<file path="src/rtl/core/hrhp_pkg.sv">
package hrhp_pkg;

  localparam int unsigned OFFSET_BITS = 16;
  localparam logic [OFFSET_BITS-1:0] OFFSET_MAX = {OFFSET_BITS{1'b1}};
  localparam int unsigned QUEUE_DEPTH = 4;
  localparam int unsigned QUEUE_PTR_BITS = $clog2(QUEUE_DEPTH);
  localparam logic [7:0] HEADER_MAX = 8'hFF;

  localparam logic [7:0] CHAR_SP      = 8'h20;
  localparam logic [7:0] CHAR_HTAB    = 8'h09;
  localparam logic [7:0] CHAR_CR      = 8'h0D;
  localparam logic [7:0] CHAR_LF      = 8'h0A;
  localparam logic [7:0] CHAR_SLASH   = 8'h2F;
  localparam logic [7:0] CHAR_QUEST   = 8'h3F;
  localparam logic [7:0] CHAR_PERCENT = 8'h25;
  localparam logic [7:0] CHAR_COLON   = 8'h3A;
  localparam logic [7:0] VIS_LOW      = 8'h21;
  localparam logic [7:0] VIS_HIGH     = 8'h7E;

  typedef enum logic [3:0] {
    PH_METHOD_FIRST,
    PH_METHOD,
    PH_TARGET_FIRST,
    PH_PATH,
    PH_QUERY,
    PH_VERSION,
    PH_REQ_CR,
    PH_REQ_LF,
    PH_LINE_START,
    PH_NAME,
    PH_OWS,
    PH_VALUE,
    PH_HDR_LF,
    PH_FINAL_LF,
    PH_DONE,
    PH_REJECT
  } phase_e;

  typedef enum logic [2:0] {
    ROLE_SEP,
    ROLE_METHOD,
    ROLE_TARGET,
    ROLE_VERSION,
    ROLE_NAME,
    ROLE_VALUE_CHAR,
    ROLE_VALUE_WS
  } role_e;

  typedef enum logic [1:0] {
    STATUS_PARSING,
    STATUS_ACCEPTED,
    STATUS_REJECTED
  } status_e;

  // byte plus its start flag and character classes
  typedef struct packed {
    logic [7:0] data_byte;
    logic       start;
    logic       is_tok;
    logic       is_vis;
    logic       is_ws;
    logic       is_hex;
    logic       is_pch;
  } entry_t;

  typedef struct packed {
    logic   push;
    entry_t entry;
  } q_wr_t;

  typedef struct packed {
    logic   valid;
    entry_t entry;
  } q_rd_t;

  function automatic logic [7:0] version_char(input logic [2:0] idx);
    logic [7:0] ch;
    case (idx)
      3'd0: ch = 8'h48;
      3'd1: ch = 8'h54;
      3'd2: ch = 8'h54;
      3'd3: ch = 8'h50;
      3'd4: ch = 8'h2F;
      3'd5: ch = 8'h31;
      3'd6: ch = 8'h2E;
      default: ch = 8'h31;
    endcase
    return ch;
  endfunction

endpackage

</file>
<file path="src/rtl/core/hrhp_in_if.sv">
interface hrhp_in_if;
  logic       valid;
  logic       ready;
  logic [7:0] data_byte;
  logic       start_of_request;

  modport source(output valid, output data_byte, output start_of_request, input ready);
  modport sink(input valid, input data_byte, input start_of_request, output ready);
endinterface

</file>
<file path="src/rtl/core/hrhp_out_if.sv">
interface hrhp_out_if;
  logic                             valid;
  logic                             ready;
  logic [hrhp_pkg::OFFSET_BITS-1:0] byte_offset;
  logic [2:0]                       role;
  logic [1:0]                       status;
  logic [7:0]                       header_index;
  logic [hrhp_pkg::OFFSET_BITS-1:0] value_end;
  logic                             value_end_valid;

  modport source(output valid, output byte_offset, output role, output status,
                 output header_index, output value_end, output value_end_valid,
                 input ready);
  modport sink(input valid, input byte_offset, input role, input status,
               input header_index, input value_end, input value_end_valid,
               output ready);
endinterface

</file>
<file path="src/rtl/core/hrhp_front.sv">
module hrhp_front (
  hrhp_in_if.sink        in_i,
  input  logic           full_i,
  output hrhp_pkg::q_wr_t wr_o
);

  logic [7:0] c;
  logic       vis;
  logic       delim;
  logic       alnum;

  assign c = in_i.data_byte;

  always_comb begin
    vis   = (c >= hrhp_pkg::VIS_LOW) && (c <= hrhp_pkg::VIS_HIGH);
    delim = c inside {8'h22, 8'h28, 8'h29, 8'h2C, 8'h2F, 8'h3A, 8'h3B, 8'h3C, 8'h3D,
                      8'h3E, 8'h3F, 8'h40, 8'h5B, 8'h5C, 8'h5D, 8'h7B, 8'h7D};
    alnum = (c inside {[8'h41:8'h5A]}) || (c inside {[8'h61:8'h7A]})
         || (c inside {[8'h30:8'h39]});

    wr_o.push             = in_i.valid && !full_i;
    wr_o.entry.data_byte  = c;
    wr_o.entry.start      = in_i.start_of_request;
    wr_o.entry.is_vis     = vis;
    wr_o.entry.is_tok     = vis && !delim;
    wr_o.entry.is_ws      = (c == hrhp_pkg::CHAR_SP) || (c == hrhp_pkg::CHAR_HTAB);
    wr_o.entry.is_hex     = (c inside {[8'h30:8'h39]}) || (c inside {[8'h41:8'h46]})
                         || (c inside {[8'h61:8'h66]});
    // pchar or slash
    wr_o.entry.is_pch     = alnum
                         || (c inside {8'h2D, 8'h2E, 8'h5F, 8'h7E, 8'h3A, 8'h40, 8'h2F})
                         || (c inside {8'h21, 8'h24, 8'h26, 8'h27, 8'h28, 8'h29, 8'h2A,
                                       8'h2B, 8'h2C, 8'h3B, 8'h3D});
  end

  assign in_i.ready = !full_i;

endmodule

</file>
<file path="src/rtl/core/hrhp_queue.sv">
module hrhp_queue (
  input  logic            clk_i,
  input  logic            rst_ni,
  input  hrhp_pkg::q_wr_t wr_i,
  input  logic            pop_i,
  output logic            full_o,
  output hrhp_pkg::q_rd_t rd_o
);

  localparam int unsigned PtrBits = hrhp_pkg::QUEUE_PTR_BITS;

  hrhp_pkg::entry_t             mem_q [hrhp_pkg::QUEUE_DEPTH];
  logic [PtrBits-1:0]           wr_ptr_q, wr_ptr_d;
  logic [PtrBits-1:0]           rd_ptr_q, rd_ptr_d;
  logic [PtrBits:0]             count_q, count_d;
  logic                         do_pop;

  assign full_o   = (count_q == (PtrBits+1)'(hrhp_pkg::QUEUE_DEPTH));
  assign do_pop   = pop_i && (count_q != '0);
  assign rd_o.valid = (count_q != '0);
  assign rd_o.entry = mem_q[rd_ptr_q];

  always_comb begin
    wr_ptr_d = wr_ptr_q;
    rd_ptr_d = rd_ptr_q;
    count_d  = count_q;
    if (wr_i.push) begin
      wr_ptr_d = wr_ptr_q + PtrBits'(1);
    end
    if (do_pop) begin
      rd_ptr_d = rd_ptr_q + PtrBits'(1);
    end
    count_d = count_q + (PtrBits+1)'(wr_i.push) - (PtrBits+1)'(do_pop);
  end

  always_ff @(posedge clk_i) begin
    if (wr_i.push) begin
      mem_q[wr_ptr_q] <= wr_i.entry;
    end
  end

  always_ff @(posedge clk_i or negedge rst_ni) begin
    if (!rst_ni) begin
      wr_ptr_q <= '0;
      rd_ptr_q <= '0;
      count_q  <= '0;
    end else begin
      wr_ptr_q <= wr_ptr_d;
      rd_ptr_q <= rd_ptr_d;
      count_q  <= count_d;
    end
  end

  a_no_push_when_full: assert property (@(posedge clk_i) disable iff (!rst_ni)
    full_o |-> !wr_i.push)
    else $error("queue written while full");

  a_count_bound: assert property (@(posedge clk_i) disable iff (!rst_ni)
    count_q <= (PtrBits+1)'(hrhp_pkg::QUEUE_DEPTH))
    else $error("queue count out of range");

  a_ptr_gap: assert property (@(posedge clk_i) disable iff (!rst_ni)
    (wr_ptr_q - rd_ptr_q) == count_q[PtrBits-1:0])
    else $error("queue pointers disagree with count");

endmodule

</file>
<file path="src/rtl/core/hrhp_back.sv">
module hrhp_back (
  input  logic            clk_i,
  input  logic            rst_ni,
  input  hrhp_pkg::q_rd_t rd_i,
  output logic            pop_o,
  hrhp_out_if.source      out_o
);

  localparam int unsigned OB = hrhp_pkg::OFFSET_BITS;

  hrhp_pkg::phase_e  phase_q, phase_d;
  logic [2:0]        vpos_q, vpos_d;
  logic [1:0]        hex_q, hex_d;
  logic [OB-1:0]     pos_q, pos_d;
  logic [OB-1:0]     tve_q, tve_d;
  logic [7:0]        hc_q, hc_d;

  logic              out_valid_q;
  logic [OB-1:0]     off_q, off_d;
  hrhp_pkg::role_e   role_q, role_d;
  hrhp_pkg::status_e status_q, status_d;
  logic [7:0]        hidx_q, hidx_d;
  logic [OB-1:0]     vend_q, vend_d;
  logic              vvalid_q, vvalid_d;

  hrhp_pkg::entry_t  e;
  logic [7:0]        c;
  logic              rej;

  assign e     = rd_i.entry;
  assign c     = e.data_byte;
  assign pop_o = rd_i.valid && (!out_valid_q || out_o.ready);

  always_comb begin
    phase_d = phase_q;
    vpos_d  = vpos_q;
    hex_d   = hex_q;
    pos_d   = pos_q;
    tve_d   = tve_q;
    hc_d    = hc_q;
    if (e.start) begin
      phase_d = hrhp_pkg::PH_METHOD_FIRST;
      vpos_d  = '0;
      hex_d   = '0;
      pos_d   = '0;
      tve_d   = '0;
      hc_d    = '0;
    end
    off_d    = pos_d;
    hidx_d   = hc_d;
    role_d   = hrhp_pkg::ROLE_SEP;
    vend_d   = '0;
    vvalid_d = 1'b0;
    rej      = 1'b0;

    if (phase_d != hrhp_pkg::PH_DONE && phase_d != hrhp_pkg::PH_REJECT
        && pos_d == hrhp_pkg::OFFSET_MAX) begin
      rej = 1'b1;
    end else begin
      case (phase_d)
        hrhp_pkg::PH_METHOD_FIRST, hrhp_pkg::PH_METHOD: begin
          if (e.is_tok) begin
            role_d  = hrhp_pkg::ROLE_METHOD;
            phase_d = hrhp_pkg::PH_METHOD;
          end else if (c == hrhp_pkg::CHAR_SP && phase_d == hrhp_pkg::PH_METHOD) begin
            phase_d = hrhp_pkg::PH_TARGET_FIRST;
          end else begin
            rej = 1'b1;
          end
        end
        hrhp_pkg::PH_TARGET_FIRST: begin
          if (c == hrhp_pkg::CHAR_SLASH) begin
            role_d  = hrhp_pkg::ROLE_TARGET;
            phase_d = hrhp_pkg::PH_PATH;
          end else begin
            rej = 1'b1;
          end
        end
        hrhp_pkg::PH_PATH, hrhp_pkg::PH_QUERY: begin
          if (hex_d != 2'd0) begin
            if (e.is_hex) begin
              role_d = hrhp_pkg::ROLE_TARGET;
              hex_d  = hex_d - 2'd1;
            end else begin
              rej = 1'b1;
            end
          end else if (c == hrhp_pkg::CHAR_PERCENT) begin
            role_d = hrhp_pkg::ROLE_TARGET;
            hex_d  = 2'd2;
          end else if (e.is_pch) begin
            role_d = hrhp_pkg::ROLE_TARGET;
          end else if (c == hrhp_pkg::CHAR_QUEST) begin
            role_d  = hrhp_pkg::ROLE_TARGET;
            phase_d = hrhp_pkg::PH_QUERY;
          end else if (c == hrhp_pkg::CHAR_SP) begin
            phase_d = hrhp_pkg::PH_VERSION;
            vpos_d  = '0;
          end else begin
            rej = 1'b1;
          end
        end
        hrhp_pkg::PH_VERSION: begin
          if (c == hrhp_pkg::version_char(vpos_d)) begin
            role_d = hrhp_pkg::ROLE_VERSION;
            if (vpos_d == 3'd7) begin
              vpos_d  = '0;
              phase_d = hrhp_pkg::PH_REQ_CR;
            end else begin
              vpos_d = vpos_d + 3'd1;
            end
          end else begin
            rej = 1'b1;
          end
        end
        hrhp_pkg::PH_REQ_CR: begin
          if (c == hrhp_pkg::CHAR_CR) begin
            phase_d = hrhp_pkg::PH_REQ_LF;
          end else begin
            rej = 1'b1;
          end
        end
        hrhp_pkg::PH_REQ_LF: begin
          if (c == hrhp_pkg::CHAR_LF) begin
            phase_d = hrhp_pkg::PH_LINE_START;
          end else begin
            rej = 1'b1;
          end
        end
        hrhp_pkg::PH_LINE_START: begin
          if (e.is_tok) begin
            role_d  = hrhp_pkg::ROLE_NAME;
            phase_d = hrhp_pkg::PH_NAME;
          end else if (c == hrhp_pkg::CHAR_CR) begin
            phase_d = hrhp_pkg::PH_FINAL_LF;
          end else begin
            rej = 1'b1;
          end
        end
        hrhp_pkg::PH_NAME: begin
          if (e.is_tok) begin
            role_d = hrhp_pkg::ROLE_NAME;
          end else if (c == hrhp_pkg::CHAR_COLON) begin
            phase_d = hrhp_pkg::PH_OWS;
          end else begin
            rej = 1'b1;
          end
        end
        hrhp_pkg::PH_OWS, hrhp_pkg::PH_VALUE: begin
          if (e.is_vis) begin
            role_d  = hrhp_pkg::ROLE_VALUE_CHAR;
            tve_d   = pos_d + OB'(1);
            phase_d = hrhp_pkg::PH_VALUE;
          end else if (e.is_ws) begin
            if (phase_d == hrhp_pkg::PH_VALUE) begin
              role_d = hrhp_pkg::ROLE_VALUE_WS;
            end
          end else if (c == hrhp_pkg::CHAR_CR) begin
            if (phase_d == hrhp_pkg::PH_OWS) begin
              tve_d = pos_d;
            end
            phase_d = hrhp_pkg::PH_HDR_LF;
          end else begin
            rej = 1'b1;
          end
        end
        hrhp_pkg::PH_HDR_LF: begin
          if (c == hrhp_pkg::CHAR_LF) begin
            vvalid_d = 1'b1;
            vend_d   = tve_d;
            if (hc_d != hrhp_pkg::HEADER_MAX) begin
              hc_d = hc_d + 8'd1;
            end
            phase_d = hrhp_pkg::PH_LINE_START;
          end else begin
            rej = 1'b1;
          end
        end
        hrhp_pkg::PH_FINAL_LF: begin
          if (c == hrhp_pkg::CHAR_LF) begin
            phase_d = hrhp_pkg::PH_DONE;
          end else begin
            rej = 1'b1;
          end
        end
        hrhp_pkg::PH_DONE: begin
          phase_d = hrhp_pkg::PH_DONE;
        end
        default: begin
          phase_d = hrhp_pkg::PH_REJECT;
        end
      endcase
    end

    if (rej) begin
      phase_d  = hrhp_pkg::PH_REJECT;
      role_d   = hrhp_pkg::ROLE_SEP;
      vvalid_d = 1'b0;
      vend_d   = '0;
    end
    if (phase_d == hrhp_pkg::PH_DONE) begin
      status_d = hrhp_pkg::STATUS_ACCEPTED;
    end else if (phase_d == hrhp_pkg::PH_REJECT) begin
      status_d = hrhp_pkg::STATUS_REJECTED;
    end else begin
      status_d = hrhp_pkg::STATUS_PARSING;
    end
    if (pos_d != hrhp_pkg::OFFSET_MAX) begin
      pos_d = pos_d + OB'(1);
    end
  end

  always_ff @(posedge clk_i or negedge rst_ni) begin
    if (!rst_ni) begin
      phase_q     <= hrhp_pkg::PH_METHOD_FIRST;
      vpos_q      <= '0;
      hex_q       <= '0;
      pos_q       <= '0;
      tve_q       <= '0;
      hc_q        <= '0;
      out_valid_q <= 1'b0;
    end else begin
      if (pop_o) begin
        phase_q <= phase_d;
        vpos_q  <= vpos_d;
        hex_q   <= hex_d;
        pos_q   <= pos_d;
        tve_q   <= tve_d;
        hc_q    <= hc_d;
      end
      if (pop_o) begin
        out_valid_q <= 1'b1;
      end else if (out_o.ready) begin
        out_valid_q <= 1'b0;
      end
    end
  end

  always_ff @(posedge clk_i) begin
    if (pop_o) begin
      off_q    <= off_d;
      role_q   <= role_d;
      status_q <= status_d;
      hidx_q   <= hidx_d;
      vend_q   <= vend_d;
      vvalid_q <= vvalid_d;
    end
  end

  assign out_o.valid           = out_valid_q;
  assign out_o.byte_offset     = off_q;
  assign out_o.role            = role_q;
  assign out_o.status          = status_q;
  assign out_o.header_index    = hidx_q;
  assign out_o.value_end       = vend_q;
  assign out_o.value_end_valid = vvalid_q;

  a_vend_only_parsing: assert property (@(posedge clk_i) disable iff (!rst_ni)
    (out_valid_q && vvalid_q) |-> (status_q == hrhp_pkg::STATUS_PARSING
                                   && role_q == hrhp_pkg::ROLE_SEP))
    else $error("value end reported outside a header line end");

  a_reject_quiet: assert property (@(posedge clk_i) disable iff (!rst_ni)
    (out_valid_q && status_q == hrhp_pkg::STATUS_REJECTED)
      |-> (role_q == hrhp_pkg::ROLE_SEP && !vvalid_q && vend_q == '0))
    else $error("rejected byte carries a role or value end");

  a_reject_sticky: assert property (@(posedge clk_i) disable iff (!rst_ni)
    (pop_o && !e.start && phase_q == hrhp_pkg::PH_REJECT)
      |=> (phase_q == hrhp_pkg::PH_REJECT))
    else $error("left rejected phase without a new request");

  a_hold_when_stalled: assert property (@(posedge clk_i) disable iff (!rst_ni)
    (out_valid_q && !out_o.ready) |=> ($stable(phase_q) && $stable(pos_q)))
    else $error("parser advanced while result stalled");

endmodule

</file>
<file path="src/rtl/core/http_request_head_parser_core.sv">
// Checks an HTTP/1.1 request head one byte per clock while the result side does
// not stall and tags every byte with its role, the parse status, the header line
// number and, on the LF that closes a header line, the end offset of the trimmed
// value. Sustained rate is one byte per cycle without result stalls, set by the
// parser state loop in the back end. A byte is classified combinationally and
// written into the queue when it is accepted; the parser then takes it from the
// queue and writes its result into the output register. A four-entry queue between
// the classifier and the parser absorbs stalls on the result side; in_i.ready drops
// while the queue is full and returns the cycle after the parser takes a byte from
// it. A byte with start_of_request set restarts the parser and is offset zero.
module http_request_head_parser_core (
  input  logic       clk_i,
  input  logic       rst_ni,
  hrhp_in_if.sink    in_i,
  hrhp_out_if.source out_o
);

  hrhp_pkg::q_wr_t wr;
  hrhp_pkg::q_rd_t rd;
  logic            full;
  logic            pop;

  hrhp_front u_front (
    .in_i   (in_i),
    .full_i (full),
    .wr_o   (wr)
  );

  hrhp_queue u_queue (
    .clk_i  (clk_i),
    .rst_ni (rst_ni),
    .wr_i   (wr),
    .pop_i  (pop),
    .full_o (full),
    .rd_o   (rd)
  );

  hrhp_back u_back (
    .clk_i  (clk_i),
    .rst_ni (rst_ni),
    .rd_i   (rd),
    .pop_o  (pop),
    .out_o  (out_o)
  );

endmodule

</file>
<file path="src/flat_wrapper.sv">
// flat-port wrapper written by rule: the top's interface ports become plain ports
module http_request_head_parser_core_flat 
  (clk_i, rst_ni, in_i_valid, in_i_data_byte, in_i_start_of_request, in_i_ready, out_o_valid, out_o_byte_offset, out_o_role, out_o_status, out_o_header_index, out_o_value_end, out_o_value_end_valid, out_o_ready);
  hrhp_in_if in_i_i ();
  hrhp_out_if out_o_i ();
  input  logic clk_i;
  input  logic rst_ni;
  input wire logic [$bits(in_i_i.valid)-1:0] in_i_valid;
  input wire logic [$bits(in_i_i.data_byte)-1:0] in_i_data_byte;
  input wire logic [$bits(in_i_i.start_of_request)-1:0] in_i_start_of_request;
  output wire logic [$bits(in_i_i.ready)-1:0] in_i_ready;
  output wire logic [$bits(out_o_i.valid)-1:0] out_o_valid;
  output wire logic [$bits(out_o_i.byte_offset)-1:0] out_o_byte_offset;
  output wire logic [$bits(out_o_i.role)-1:0] out_o_role;
  output wire logic [$bits(out_o_i.status)-1:0] out_o_status;
  output wire logic [$bits(out_o_i.header_index)-1:0] out_o_header_index;
  output wire logic [$bits(out_o_i.value_end)-1:0] out_o_value_end;
  output wire logic [$bits(out_o_i.value_end_valid)-1:0] out_o_value_end_valid;
  input wire logic [$bits(out_o_i.ready)-1:0] out_o_ready;
  assign in_i_i.valid = in_i_valid;
  assign in_i_i.data_byte = in_i_data_byte;
  assign in_i_i.start_of_request = in_i_start_of_request;
  assign in_i_ready = in_i_i.ready;
  assign out_o_valid = out_o_i.valid;
  assign out_o_byte_offset = out_o_i.byte_offset;
  assign out_o_role = out_o_i.role;
  assign out_o_status = out_o_i.status;
  assign out_o_header_index = out_o_i.header_index;
  assign out_o_value_end = out_o_i.value_end;
  assign out_o_value_end_valid = out_o_i.value_end_valid;
  assign out_o_i.ready = out_o_ready;
  http_request_head_parser_core u_core (.clk_i(clk_i), .rst_ni(rst_ni), .in_i(in_i_i), .out_o(out_o_i));
endmodule
</file>
<file path="config.mk">
export PLATFORM = sky130hd
export DESIGN_NAME = http_request_head_parser_core_flat
export DESIGN_NICKNAME = d
export VERILOG_FILES = /design/src/rtl/core/hrhp_pkg.sv /design/src/rtl/core/hrhp_in_if.sv /design/src/rtl/core/hrhp_out_if.sv /design/src/rtl/core/hrhp_front.sv /design/src/rtl/core/hrhp_queue.sv /design/src/rtl/core/hrhp_back.sv /design/src/rtl/core/http_request_head_parser_core.sv /design/src/flat_wrapper.sv
export SDC_FILE = /design/constraint.sdc
export NUM_CORES = 1
export LEC_CHECK = 0
export ABC_AREA = 1
export BUFFER_PORTS_ARGS = -buffer_cell sky130_fd_sc_hd__buf_2
export CAP_MARGIN = 20
export CORE_MARGIN = 3
export CORE_UTILIZATION = 55
export DETAILED_ROUTE_END_ITERATION = 8
export MAX_ROUTING_LAYER = met4
export PLACE_DENSITY_LB_ADDON = 0.12
export SYNTH_ARGS = -nofsm -noshare
export SYNTH_HDL_FRONTEND = slang
export SYNTH_HIERARCHICAL = 1
export SYNTH_SLANG_ARGS = --single-unit
</file>
<file path="constraint.sdc">
create_clock -name clk_i -period 4.1 [get_ports clk_i]
set_input_delay 1.23 -clock clk_i [delete_from_list [all_inputs] [get_ports clk_i]]
set_output_delay 1.23 -clock clk_i [all_outputs]
set_load 0.05 [all_outputs]
</file>
==> results of run 1 <==
-- worst reg2reg max path: stages, from the launching register on --
cell and delay, ns:
dfrtp_1 0.49, inv_6 0.11, o21ai_1 0.15, nand2_1 0.36, nor2_1 0.37, ha_1 0.20
inv_1 0.08, nor3_4 0.27, nand3_2 0.16, nor2_4 0.15, nand2_2 0.09, nor2_4 0.12
nand3_2 0.14, nand2_2 0.11, inv_2 0.15, o21ai_4 0.25, nand2_1 0.12, nand3_1 0.12
nand2_1 0.06
-- per-stage QoR --
step,area (um^2),hold WS (ns),cells,power (W),setup slack (ns)
CTS,10000,0.480,1392,0.00825,0.510
detailed placement,9440,0.465,1360,0.00670,0.549
finish,10000,0.479,1392,0.00825,0.469
floorplan,9090,0.441,1115,0.00579,0.0780
global route,10000,0.499,1392,0.00886,0.0292
global placement,9440,0.454,1360,0.00665,0.665
-- final cells by class --
class | count | area, um^2 | area share
inverters | 150 | 582 | 0.0581
clock inverters | 13 | 136 | 0.0136
flip-flops and latches | 159 | 4490 | 0.448
clock buffers | 19 | 433 | 0.0432
well taps | 216 | 270 | 0.0270
multi-input cells | 763 | 3710 | 0.371
repair buffers | 72 | 390 | 0.0390
-- cell usage in the layout (no fill, tap or decap), drive strengths merged, types with 3 or more instances in the layout --
| cell type | instances |
|---|---|
| nand4 | 20 |
| edfxtp | 102 |
| nor3 | 20 |
| ha | 13 |
| nand3 | 71 |
| o211ai | 4 |
| o21ai | 85 |
| dfrtp | 57 |
| clkbuf | 19 |
| buf | 72 |
| nor2 | 176 |
| xnor2 | 3 |
| clkinv | 7 |
| nand2 | 298 |
| a31oi | 5 |
| a21oi | 29 |
| xor2 | 13 |
| o22ai | 12 |
| inv | 153 |
-- sequential cells by signal, summed over array words and instances, names as in the netlist --
register,flops
u_core/u_back/out_o.role,3
u_core/u_back/out_o.byte_offset,16
u_core/u_queue/rd_ptr_q,2
u_core/u_queue/mem_q,56
u_core/u_back/out_o.value_end,16
u_core/u_back/out_o.status,2
u_core/u_queue/wr_ptr_q,2
u_core/u_back/out_o.header_index,8
u_core/u_back/vpos_q,3
u_core/u_back/pos_q,16
u_core/u_back/hex_q,2
u_core/u_back/out_o.valid,1
u_core/u_queue/count_q,3
u_core/u_back/hc_q,8
u_core/u_back/phase_q,4
u_core/u_back/tve_q,16
u_core/u_back/out_o.value_end_valid,1
-- cell families (layout without fill, tap and decap cells) --
kind of cell             count (synthesis)  in the layout  share of synthesized area
AO/OA/AOI/OAI                          142            142                     0.0883
XOR/XNOR                                16             16                     0.0154
adder cells (fa/ha/maj)                 14             14                     0.0201
buffers and inverters                  193            254                     0.0976
flip-flops                             159            159                      0.494
AND/OR/NAND/NOR                        591            591                      0.284
-- path summary, 6_finish.rpt --
check | endpoint | slack (ns) | cells after the start
setup / recovery | u_core/u_back/tve_q[13]$_DFFE_PN0P_ | 0.47 | 18
hold / removal | u_core/u_queue/rd_ptr_q[1]$_DFFE_PN0P_ | 0.48 | 2
setup reg to reg | u_core/u_back/tve_q[13]$_DFFE_PN0P_ | 0.47 | 18
hold reg to reg | u_core/u_queue/rd_ptr_q[1]$_DFFE_PN0P_ | 0.48 | 2
max in group asynchronous | u_core/u_back/pos_q[4]$_DFFE_PN0P_ | 2.52 | 2
min in group asynchronous | u_core/u_back/hc_q[5]$_DFFE_PN0P_ | 0.83 | 1
-- layer usage --
| layer | wire length (um) | global-route usage |
|---|---|---|
| met5 | 0 | - |
| met4 | 326 | 0.0628 |
| met3 | 1330 | 0.0529 |
| met2 | 9900 | 0.394 |
| met1 | 9580 | 0.328 |
-- power by group through the flow --
stage / combinational [W] / sequential, W / clock [W]
after floorplan: 0.00263 / 0.00316 / 0
after global placement: 0.00413 / 0.00252 / 0
after detailed placement: 0.00417 / 0.00253 / 0
after CTS: 0.00418 / 0.00250 / 0.00157
after global routing: 0.00467 / 0.00255 / 0.00164
final: 0.00420 / 0.00250 / 0.00154
==> flow_summary.toml, run 1 <==
[floorplanning]
die_h_um = 135
core_area_mm2 = 0.0160
die_w_um = 135
boundaryPins = 61
rows = 46
start_util = 0.568
die_area_mm2 = 0.0181

[setup_path]
critPathMaxFanout = 17
crit_top_cell = "nand2_1"
cp.buffers_inverters = 3
cp_slowest_cell = "dfrtp_1"
cp-end-kind = "flop"
slowest_delay_ns = 0.49
path_delay_family = "simple AND/OR/NAND/NOR gates"
cp-start-kind = "flop"
cp_data_arrival_time_ns = 3.94
critPathLaunch = "u_core/u_queue/rd_ptr_q[0]$_DFFE_PN0P_"
r2r-start = "u_core/u_queue/rd_ptr_q[0]$_DFFE_PN0P_"
crit_type = "reg2reg"
crit_chain = "inv_6 -> o21ai_1 -> nand2_1 -> nor2_1 -> ha_1 -> inv_1 -> nor3_4 -> nand3_2 -> nor2_4 -> nand2_2 -> nor2_4 -> nand3_2 -> nand2_2 -> inv_2 -> o21ai_4 -> nand2_1 -> nand3_1 -> nand2_1"
crit_required_ns = 4.41

[final_layout]
drive_above_1_share = 0.138
layout.nets = 1190
post-route-util = 0.626
antenna_cells = 0
area.growth.synth_to_final_pct = 10.2
fillCellCount = 1400

[synth]
synth_common_cells = "nand2_1 (286), nor2_1 (153), inv_1 (137), edfxtp_1 (102), nand3_1 (68)"
async_flop_share = 0.358
synth.top_cell.area_share = 0.337
synth-edff-count = 102
synth_most_common_cell = "nand2_1"
postSynthAreaPerCell_um2 = 8.15
synth_fp_nets = 1142
synthTopCellsByArea = "edfxtp_1 (34%), dfrtp_1 (16%), nand2_1 (12%)"
ys_ff_latch = 159
ys_warn_count = 6
yosysTopAreaCell = "edfxtp_1"
ys_seq_area_frac = 0.494
synth_ff_type = "edfxtp_1"
netlist_instances = 1115
synth_cell_type_count = 47
syn_area_mm2 = 0.00909

[timing]
setup_viol = 0
slew_headroom = 0.555
skew_ns = 0.00835
fin_crit_ns = 3.63
hold_viol_final = 0
final-max-slew-violation-count = 0
fin_setup_tns_ns = 0
post-route-period-util = 0.886
worst_pin_slew_ns = 0.667
max_clock_freq_mhz = 275
rsz0062_at_grt = "no"

[clocking]
clock-sinks = 159
tritoncts = "built"
clkLatencyLatePin_ns = 0.42
h-tree-depth = 4
cts-root-buf = "clkbuf_16"
cts.hold.buffers_added = 0
postCtsSetupRepairBufs = 0
path_clk_slew_ns = 0.06
cts_inserted_buffers = 17
clockBufferDepth = 2
cts_resized = 0

[outcome]
status = "completed"

[power_and_ir_drop]
p_leak_nw = 4.64
p_int_w = 0.00428
p_switching_w = 0.00397
vdd_drop_max_uv = 359
p_comb_frac = 0.510
p_seq_frac = 0.303
pwr_density_cell_mw_per_mm2 = 824
switching_share = 0.481
clkPwrFrac = 0.187

[route]
vias = 7508
wl_mm = 21.1
drc_errors = 0
wl_per_cell_um = 15.2
drt_first_pass_iters = 6
dr.first_iter.drc_count = 676
vias_per_cell = 5.39
drtAntennaViolNets = 0

[global_routing]
track_usage = 0.247
overflow = 0
grt_pass1_wl_mm = 34.6
grt_pass1_vias = 6996
antenna_found_initial = 0
grt_max_degree = 54

[place]
finalWeightedCongestion = 0.977
portBuffers = 60
hpwl_mm = 14.9

[run]
maxCapViolations = 0

[hold_path]
hold_path.class = "reg2reg"
min_from = "u_core/u_queue/rd_ptr_q[1]$_DFFE_PN0P_"
Note: power is estimated with default switching activity, not from simulation.
==> run 2: changes to the inputs <==
- CELL_PAD_IN_SITES_DETAIL_PLACEMENT: default -> 0
- CELL_PAD_IN_SITES_GLOBAL_PLACEMENT: default -> 2
- CORE_UTILIZATION: 55 -> 33
==> run 2 against run 1 <==
Effect of this change:
- global-route usage fell by 7.4 points
- critical path depth rose by 1
- setup slack improved by 0.041 ns
- clock skew rose by 0.0056 ns
- non-clock buffer count rose by 4
- count of clock-buffer cells in the layout did not move
- hold slack got worse by 0.00079 ns
- die area rose by 63%
- final cell count rose by 9.3%
- sequential power barely moved
- core utilization fell by 25 points
- first-iteration DRC count fell by 30%
- critical path type unchanged
- highest routed layer unchanged
==> flow_summary.toml, run 2 (synthesis results as in run 1) <==
[clocking]
cts.hold.buffers_added = 0
path_clk_slew_ns = 0.07
tritoncts = "built"
clockBufferDepth = 2
cts_resized = 0
clock-sinks = 159
cts_inserted_buffers = 17
h-tree-depth = 4
clkLatencyLatePin_ns = 0.43
cts-root-buf = "clkbuf_16"
postCtsSetupRepairBufs = 0

[global_routing]
grt_max_degree = 59
overflow = 0
grt_pass1_wl_mm = 38.5
antenna_found_initial = 0
track_usage = 0.174
grt_pass1_vias = 6925

[place]
pre_cts_ws_ns = 0.245
finalWeightedCongestion = 0.878
portBuffers = 60
hpwl_mm = 17.5

[power_and_ir_drop]
p_seq_frac = 0.299
clkPwrFrac = 0.187
pwr_density_cell_mw_per_mm2 = 817
power.total_w = 0.00834
p_int_w = 0.00425
p_leak_nw = 4.65
p_switching_w = 0.00409
vdd_drop_max_uv = 331
p_comb_frac = 0.513
switching_share = 0.490

[timing]
max_clock_freq_mhz = 279
worst_pin_slew_ns = 0.796
setup_viol = 0
setup_slack_ns = 0.510
hold_viol_final = 0
rsz0062_at_grt = "no"
fin_setup_tns_ns = 0
skew_ns = 0.0139
post-route-period-util = 0.876
final-max-slew-violation-count = 0
fin_crit_ns = 3.59
slew_headroom = 0.469

[route]
wl_met1_mm = 11.6
vias = 7210
dr.first_iter.drc_count = 475
drc_errors = 0
wl_met3_um = 648
dr.max_layer_used = "met4"
vias_per_cell = 4.74
wl_mm = 24.2
dr_wl_met2_mm = 11.5
wl_per_cell_um = 15.9
drt_first_pass_iters = 5
drtAntennaViolNets = 0

[floorplanning]
start_util = 0.336
die_h_um = 172
die_w_um = 172
boundaryPins = 61
rows = 60
core_area_mm2 = 0.0270
die_area_mm2 = 0.0296

[final_layout]
area.growth.synth_to_final_pct = 12.3
drive_above_1_share = 0.146
fillCellCount = 2818
seqCellArea_mm2 = 0.00449
layout_common_cells = "nand2_1 (285), nor2_1 (153), inv_1 (136), edfxtp_1 (102), nand3_1 (68)"
final_common_cell = "nand2_1"
top_register = "u_core/u_queue/mem_q"
antenna_cells = 0
largest_reg_flops = 56
layout.nets = 1194
multiInputGateArea_mm2 = 0.00371

[setup_path]
cp_data_arrival_time_ns = 3.80
critPathMaxFanout = 28
cp-end-kind = "flop"
cp-start-kind = "flop"
crit_required_ns = 4.31
crit_type = "reg2reg"

[hold_path]
hold_path.class = "reg2reg"

[run]
maxCapViolations = 0

[outcome]
status = "completed"
[run 2: critical path, stage by stage, from the launching register on]
cell	delay, ns
dfrtp_2	0.50
inv_6	0.11
o21ai_1	0.18
nand2_2	0.21
inv_12	0.24
nand2_1	0.13
ha_1	0.21
inv_1	0.09
nand2_1	0.07
nand2_1	0.15
nand3_1	0.10
nand2_1	0.07
nand3_1	0.07
nor2_1	0.21
nand2_1	0.09
nand2_1	0.10
nand2_1	0.10
nor2_4	0.20
nand2_4	0.19
nor3_1	0.32
[run 2: stage by stage]
| stage | hold WS [ns] | instance area (um^2) | util | cells |
|---|---|---|---|---|
| 4_1_cts | 0.483 | 10200 | 0.377 | 1521 |
| 2_1_floorplan | 0.441 | 9090 | - | 1115 |
| 6_report | 0.478 | 10200 | 0.378 | 1521 |
| 3_5_place_dp | 0.465 | 9630 | 0.356 | 1489 |
| 3_3_place_gp | 0.463 | 9630 | 0.356 | 1489 |
| 5_1_grt | 0.495 | 10200 | 0.378 | 1521 |
[run 2: layout make-up]
class	instances	area share
sequential	159	0.440
clock inverter	13	0.0126
clock buffer	19	0.0434
inverter	150	0.0570
tap	341	0.0418
multi-input combinational	763	0.364
timing repair buffer	76	0.0412
[run 2: power by group through the flow]
stage	Sequential (W)	Combinational [W]	Clock, W
3_3_place_gp	0.00253	0.00436	0
2_1_floorplan	0.00316	0.00263	0
5_1_grt	0.00256	0.00482	0.00167
4_1_cts	0.00250	0.00432	0.00161
3_5_place_dp	0.00253	0.00431	0
6_report	0.00250	0.00428	0.00156
[run 2: worst paths after layout]
kind,start,end,slack [ns],cells after the start
setup / recovery,u_core/u_queue/rd_ptr_q[0]$_DFFE_PN0P_,u_core/u_back/out_o.value_end[1]$_SDFFCE_PP0P_,0.51,19
hold / removal,u_core/u_back/tve_q[6]$_DFFE_PN0P_,u_core/u_back/tve_q[6]$_DFFE_PN0P_,0.48,2
setup reg to reg,u_core/u_queue/rd_ptr_q[0]$_DFFE_PN0P_,u_core/u_back/out_o.value_end[1]$_SDFFCE_PP0P_,0.51,19
hold reg to reg,u_core/u_back/tve_q[6]$_DFFE_PN0P_,u_core/u_back/tve_q[6]$_DFFE_PN0P_,0.48,2
max in group asynchronous,rst_ni,u_core/u_back/tve_q[13]$_DFFE_PN0P_,2.44,2
min in group asynchronous,rst_ni,u_core/u_back/hc_q[3]$_DFFE_PN0P_,0.88,1
[run 2: routing by layer]
layer | global-route usage | vias to the layer above
met5 | - | -
met4 | 0.0521 | 0
met3 | 0.0274 | 25
met2 | 0.278 | 115
met1 | 0.229 | 3350
li1 | - | 3720
==> run 3: changes to the inputs <==
- CTS_BUF_LIST: default -> sky130_fd_sc_hd__clkbuf_4 sky130_fd_sc_hd__clkbuf_8 sky130_fd_sc_hd__clkbuf_16
- CTS_CLUSTER_SIZE: default -> 40
- clock period: 4.1 -> 3.2 ns (I/O delays scaled with it)
==> run 3 against run 2 <==
Effect of this change:
- critical path depth is 2 lower
- die area did not move
- core utilization increased by 1.9 points
- total power grew 35%
- combinational power rose by 42%
- maximum frequency is 23% higher
- final cell count up 3.5%
- cell area grew 4.9%
==> flow_summary.toml, run 3 (synthesis results as in run 1) <==
[floorplanning]
rows = 60
die_w_um = 172
start_util = 0.336
boundaryPins = 61
die_area_mm2 = 0.0296
die_h_um = 172
core_area_mm2 = 0.0270

[place]
post-place-cells = 1535
finalWeightedCongestion = 0.874
hpwl_mm = 17.3
portBuffers = 60
placed_area_mm2 = 0.0100

[timing]
worst_pin_slew_ns = 0.741
setup_viol = 0
post-route-period-util = 0.909
rsz0062_at_grt = "yes"
final-max-slew-violation-count = 0
slew_headroom = 0.506
fin_crit_ns = 2.91
max_clock_freq_mhz = 344
skew_ns = 0.0170
hold_viol_final = 0

[global_routing]
overflow = 0
antenna_found_initial = 0
grt_max_degree = 105
grt_pass1_vias = 7114
track_usage = 0.172
grt_pass1_wl_mm = 38.6

[clocking]
tritoncts = "built"
cts_inserted_buffers = 17
path_clk_slew_ns = 0.07
clkLatencyLatePin_ns = 0.43
cts-root-buf = "clkbuf_16"
h-tree-depth = 4
clockBufferDepth = 2
clock-sinks = 159

[route]
drc_errors = 0
wl_per_cell_um = 15.3
drt_first_pass_iters = 5
dr.first_iter.drc_count = 466
drtAntennaViolNets = 0
vias_per_cell = 4.74
wl_mm = 24.2
vias = 7459

[setup_path]
cp_data_arrival_time_ns = 3.22
cp_slowest_cell = "dfrtp_2"
crit_type = "reg2reg"
cp-end-kind = "flop"
cp-start-kind = "flop"
crit_top_cell = "nand2_1"
crit_chain = "nor2_2 -> nor2_1 -> o21ai_1 -> nand2_2 -> buf_12 -> inv_12 -> buf_12 -> nand2_2 -> nor2_2 -> inv_1 -> nor3_2 -> nand2_1 -> buf_4 -> o22ai_1 -> nand2_1 -> nand3_1 -> nand2_1"
crit_required_ns = 3.51
slowest_delay_ns = 0.47
critPathMaxFanout = 14

[final_layout]
final_common_cell = "nand2_1"
fin_area_mm2 = 0.0107
layout.nets = 1247
antenna_cells = 0
largest_reg_flops = 56
stdcell_count = 1574
post-route-util = 0.396
drive_above_1_share = 0.197
area.growth.synth_to_final_pct = 17.8
top_register = "u_core/u_queue/mem_q"
layout_common_cells = "nand2_1 (281), nor2_1 (144), inv_1 (135), edfxtp_1 (102), nand3_1 (67)"

[power_and_ir_drop]
pwr_density_cell_mw_per_mm2 = 1050
p_comb_frac = 0.541
p_switching_w = 0.00542
p_leak_nw = 4.93
vdd_drop_max_uv = 543
p_seq_frac = 0.284
switching_share = 0.482
clkPwrFrac = 0.175
p_int_w = 0.00582

[hold_path]
hold_path.class = "reg2reg"

[run]
maxCapViolations = 0

[outcome]
status = "completed"
==> run 3: cell types whose count changed in the layout (fill, tap and decap cells not counted), moves of 2 or more <==
| cell | before | now |
|---|---|---|
| buf_4 | 16 | 62 |
| nor2_1 | 153 | 144 |
| nor2_2 | 17 | 25 |
| buf_12 | 0 | 4 |
| nand2_1 | 285 | 281 |
| nand2_2 | 8 | 12 |
| clkinvlp_4 | 4 | 1 |
| buf_6 | 0 | 2 |
| clkinv_4 | 2 | 4 |
| inv_8 | 1 | 3 |
| o21ai_2 | 3 | 5 |
==> run 3: repair_timing <==
item,CTS,global route
gates resized for setup,0,23
hold buffers,0,0
setup endpoints to repair,0,53
endpoints found under the hold margin,0,0
setup buffers,0,6
==> run 3: routing by layer <==
metal  up-vias  part of all wire  GRT usage
met3        16             0.030     0.0261
met4         0             0.011     0.0420
met2       124              0.48      0.283
met1      3475              0.47      0.224
li1       3844                 -          -
met5         -                 0          -
==> run 3: cell type report <==
cell class / instances / area, um^2
clock buffer: 18 / 433
clock inverter: 14 / 125
fill: 2795 / 16300
inverter: 150 / 582
multi-input combinational: 764 / 3780
sequential: 159 / 4490
tap: 341 / 427
timing repair buffer: 128 / 868
==> run 3: path summary, 6_finish.rpt <==
| kind | from | to | slack [ns] | cells after the start |
|---|---|---|---|---|
| min in group asynchronous | rst_ni | u_core/u_back/hc_q[4]$_DFFE_PN0P_ | 0.58 | 1 |
| max in group asynchronous | rst_ni | u_core/u_back/pos_q[7]$_DFFE_PN0P_ | 1.95 | 2 |
| hold / removal | u_core/u_back/tve_q[9]$_DFFE_PN0P_ | u_core/u_back/tve_q[9]$_DFFE_PN0P_ | 0.48 | 2 |
| hold reg to reg | u_core/u_back/tve_q[9]$_DFFE_PN0P_ | u_core/u_back/tve_q[9]$_DFFE_PN0P_ | 0.48 | 2 |
| setup reg to reg | u_core/u_queue/rd_ptr_q[0]$_DFFE_PN0P_ | u_core/u_back/tve_q[12]$_DFFE_PN0P_ | 0.29 | 17 |
| setup / recovery | u_core/u_queue/rd_ptr_q[0]$_DFFE_PN0P_ | u_core/u_back/tve_q[12]$_DFFE_PN0P_ | 0.29 | 17 |
==> run 3: critical path, delay by kind of cell, from the launching register on <==
family	cells	cell delay, ns
AND/OR/NAND/NOR	10	1.27
buffers and inverters	5	0.71
flip-flops	1	0.47
AO/OA/AOI/OAI	2	0.31
==> run 3: per-stage QoR <==
step	total power [W]	setup slack, ns	setup TNS, ns	hold WS [ns]
floorplan	0.00743	0.0205	0	0.441
global placement	0.00915	0.142	0	0.460
detailed placement	0.00911	0.123	0	0.466
CTS	0.0111	0.0985	0	0.484
global route	0.0122	-0.0229	-0.0441	0.496
finish	0.0112	0.293	0	0.482
==> run 3: power groups by stage <==
stage               clock [W]  sequential (W)  combinational (W)
detailed placement          0         0.00323            0.00588
floorplan                   0         0.00404            0.00340
CTS                   0.00204         0.00320            0.00590
global placement            0         0.00322            0.00592
global route          0.00212         0.00326            0.00680
finish                0.00197         0.00319            0.00608
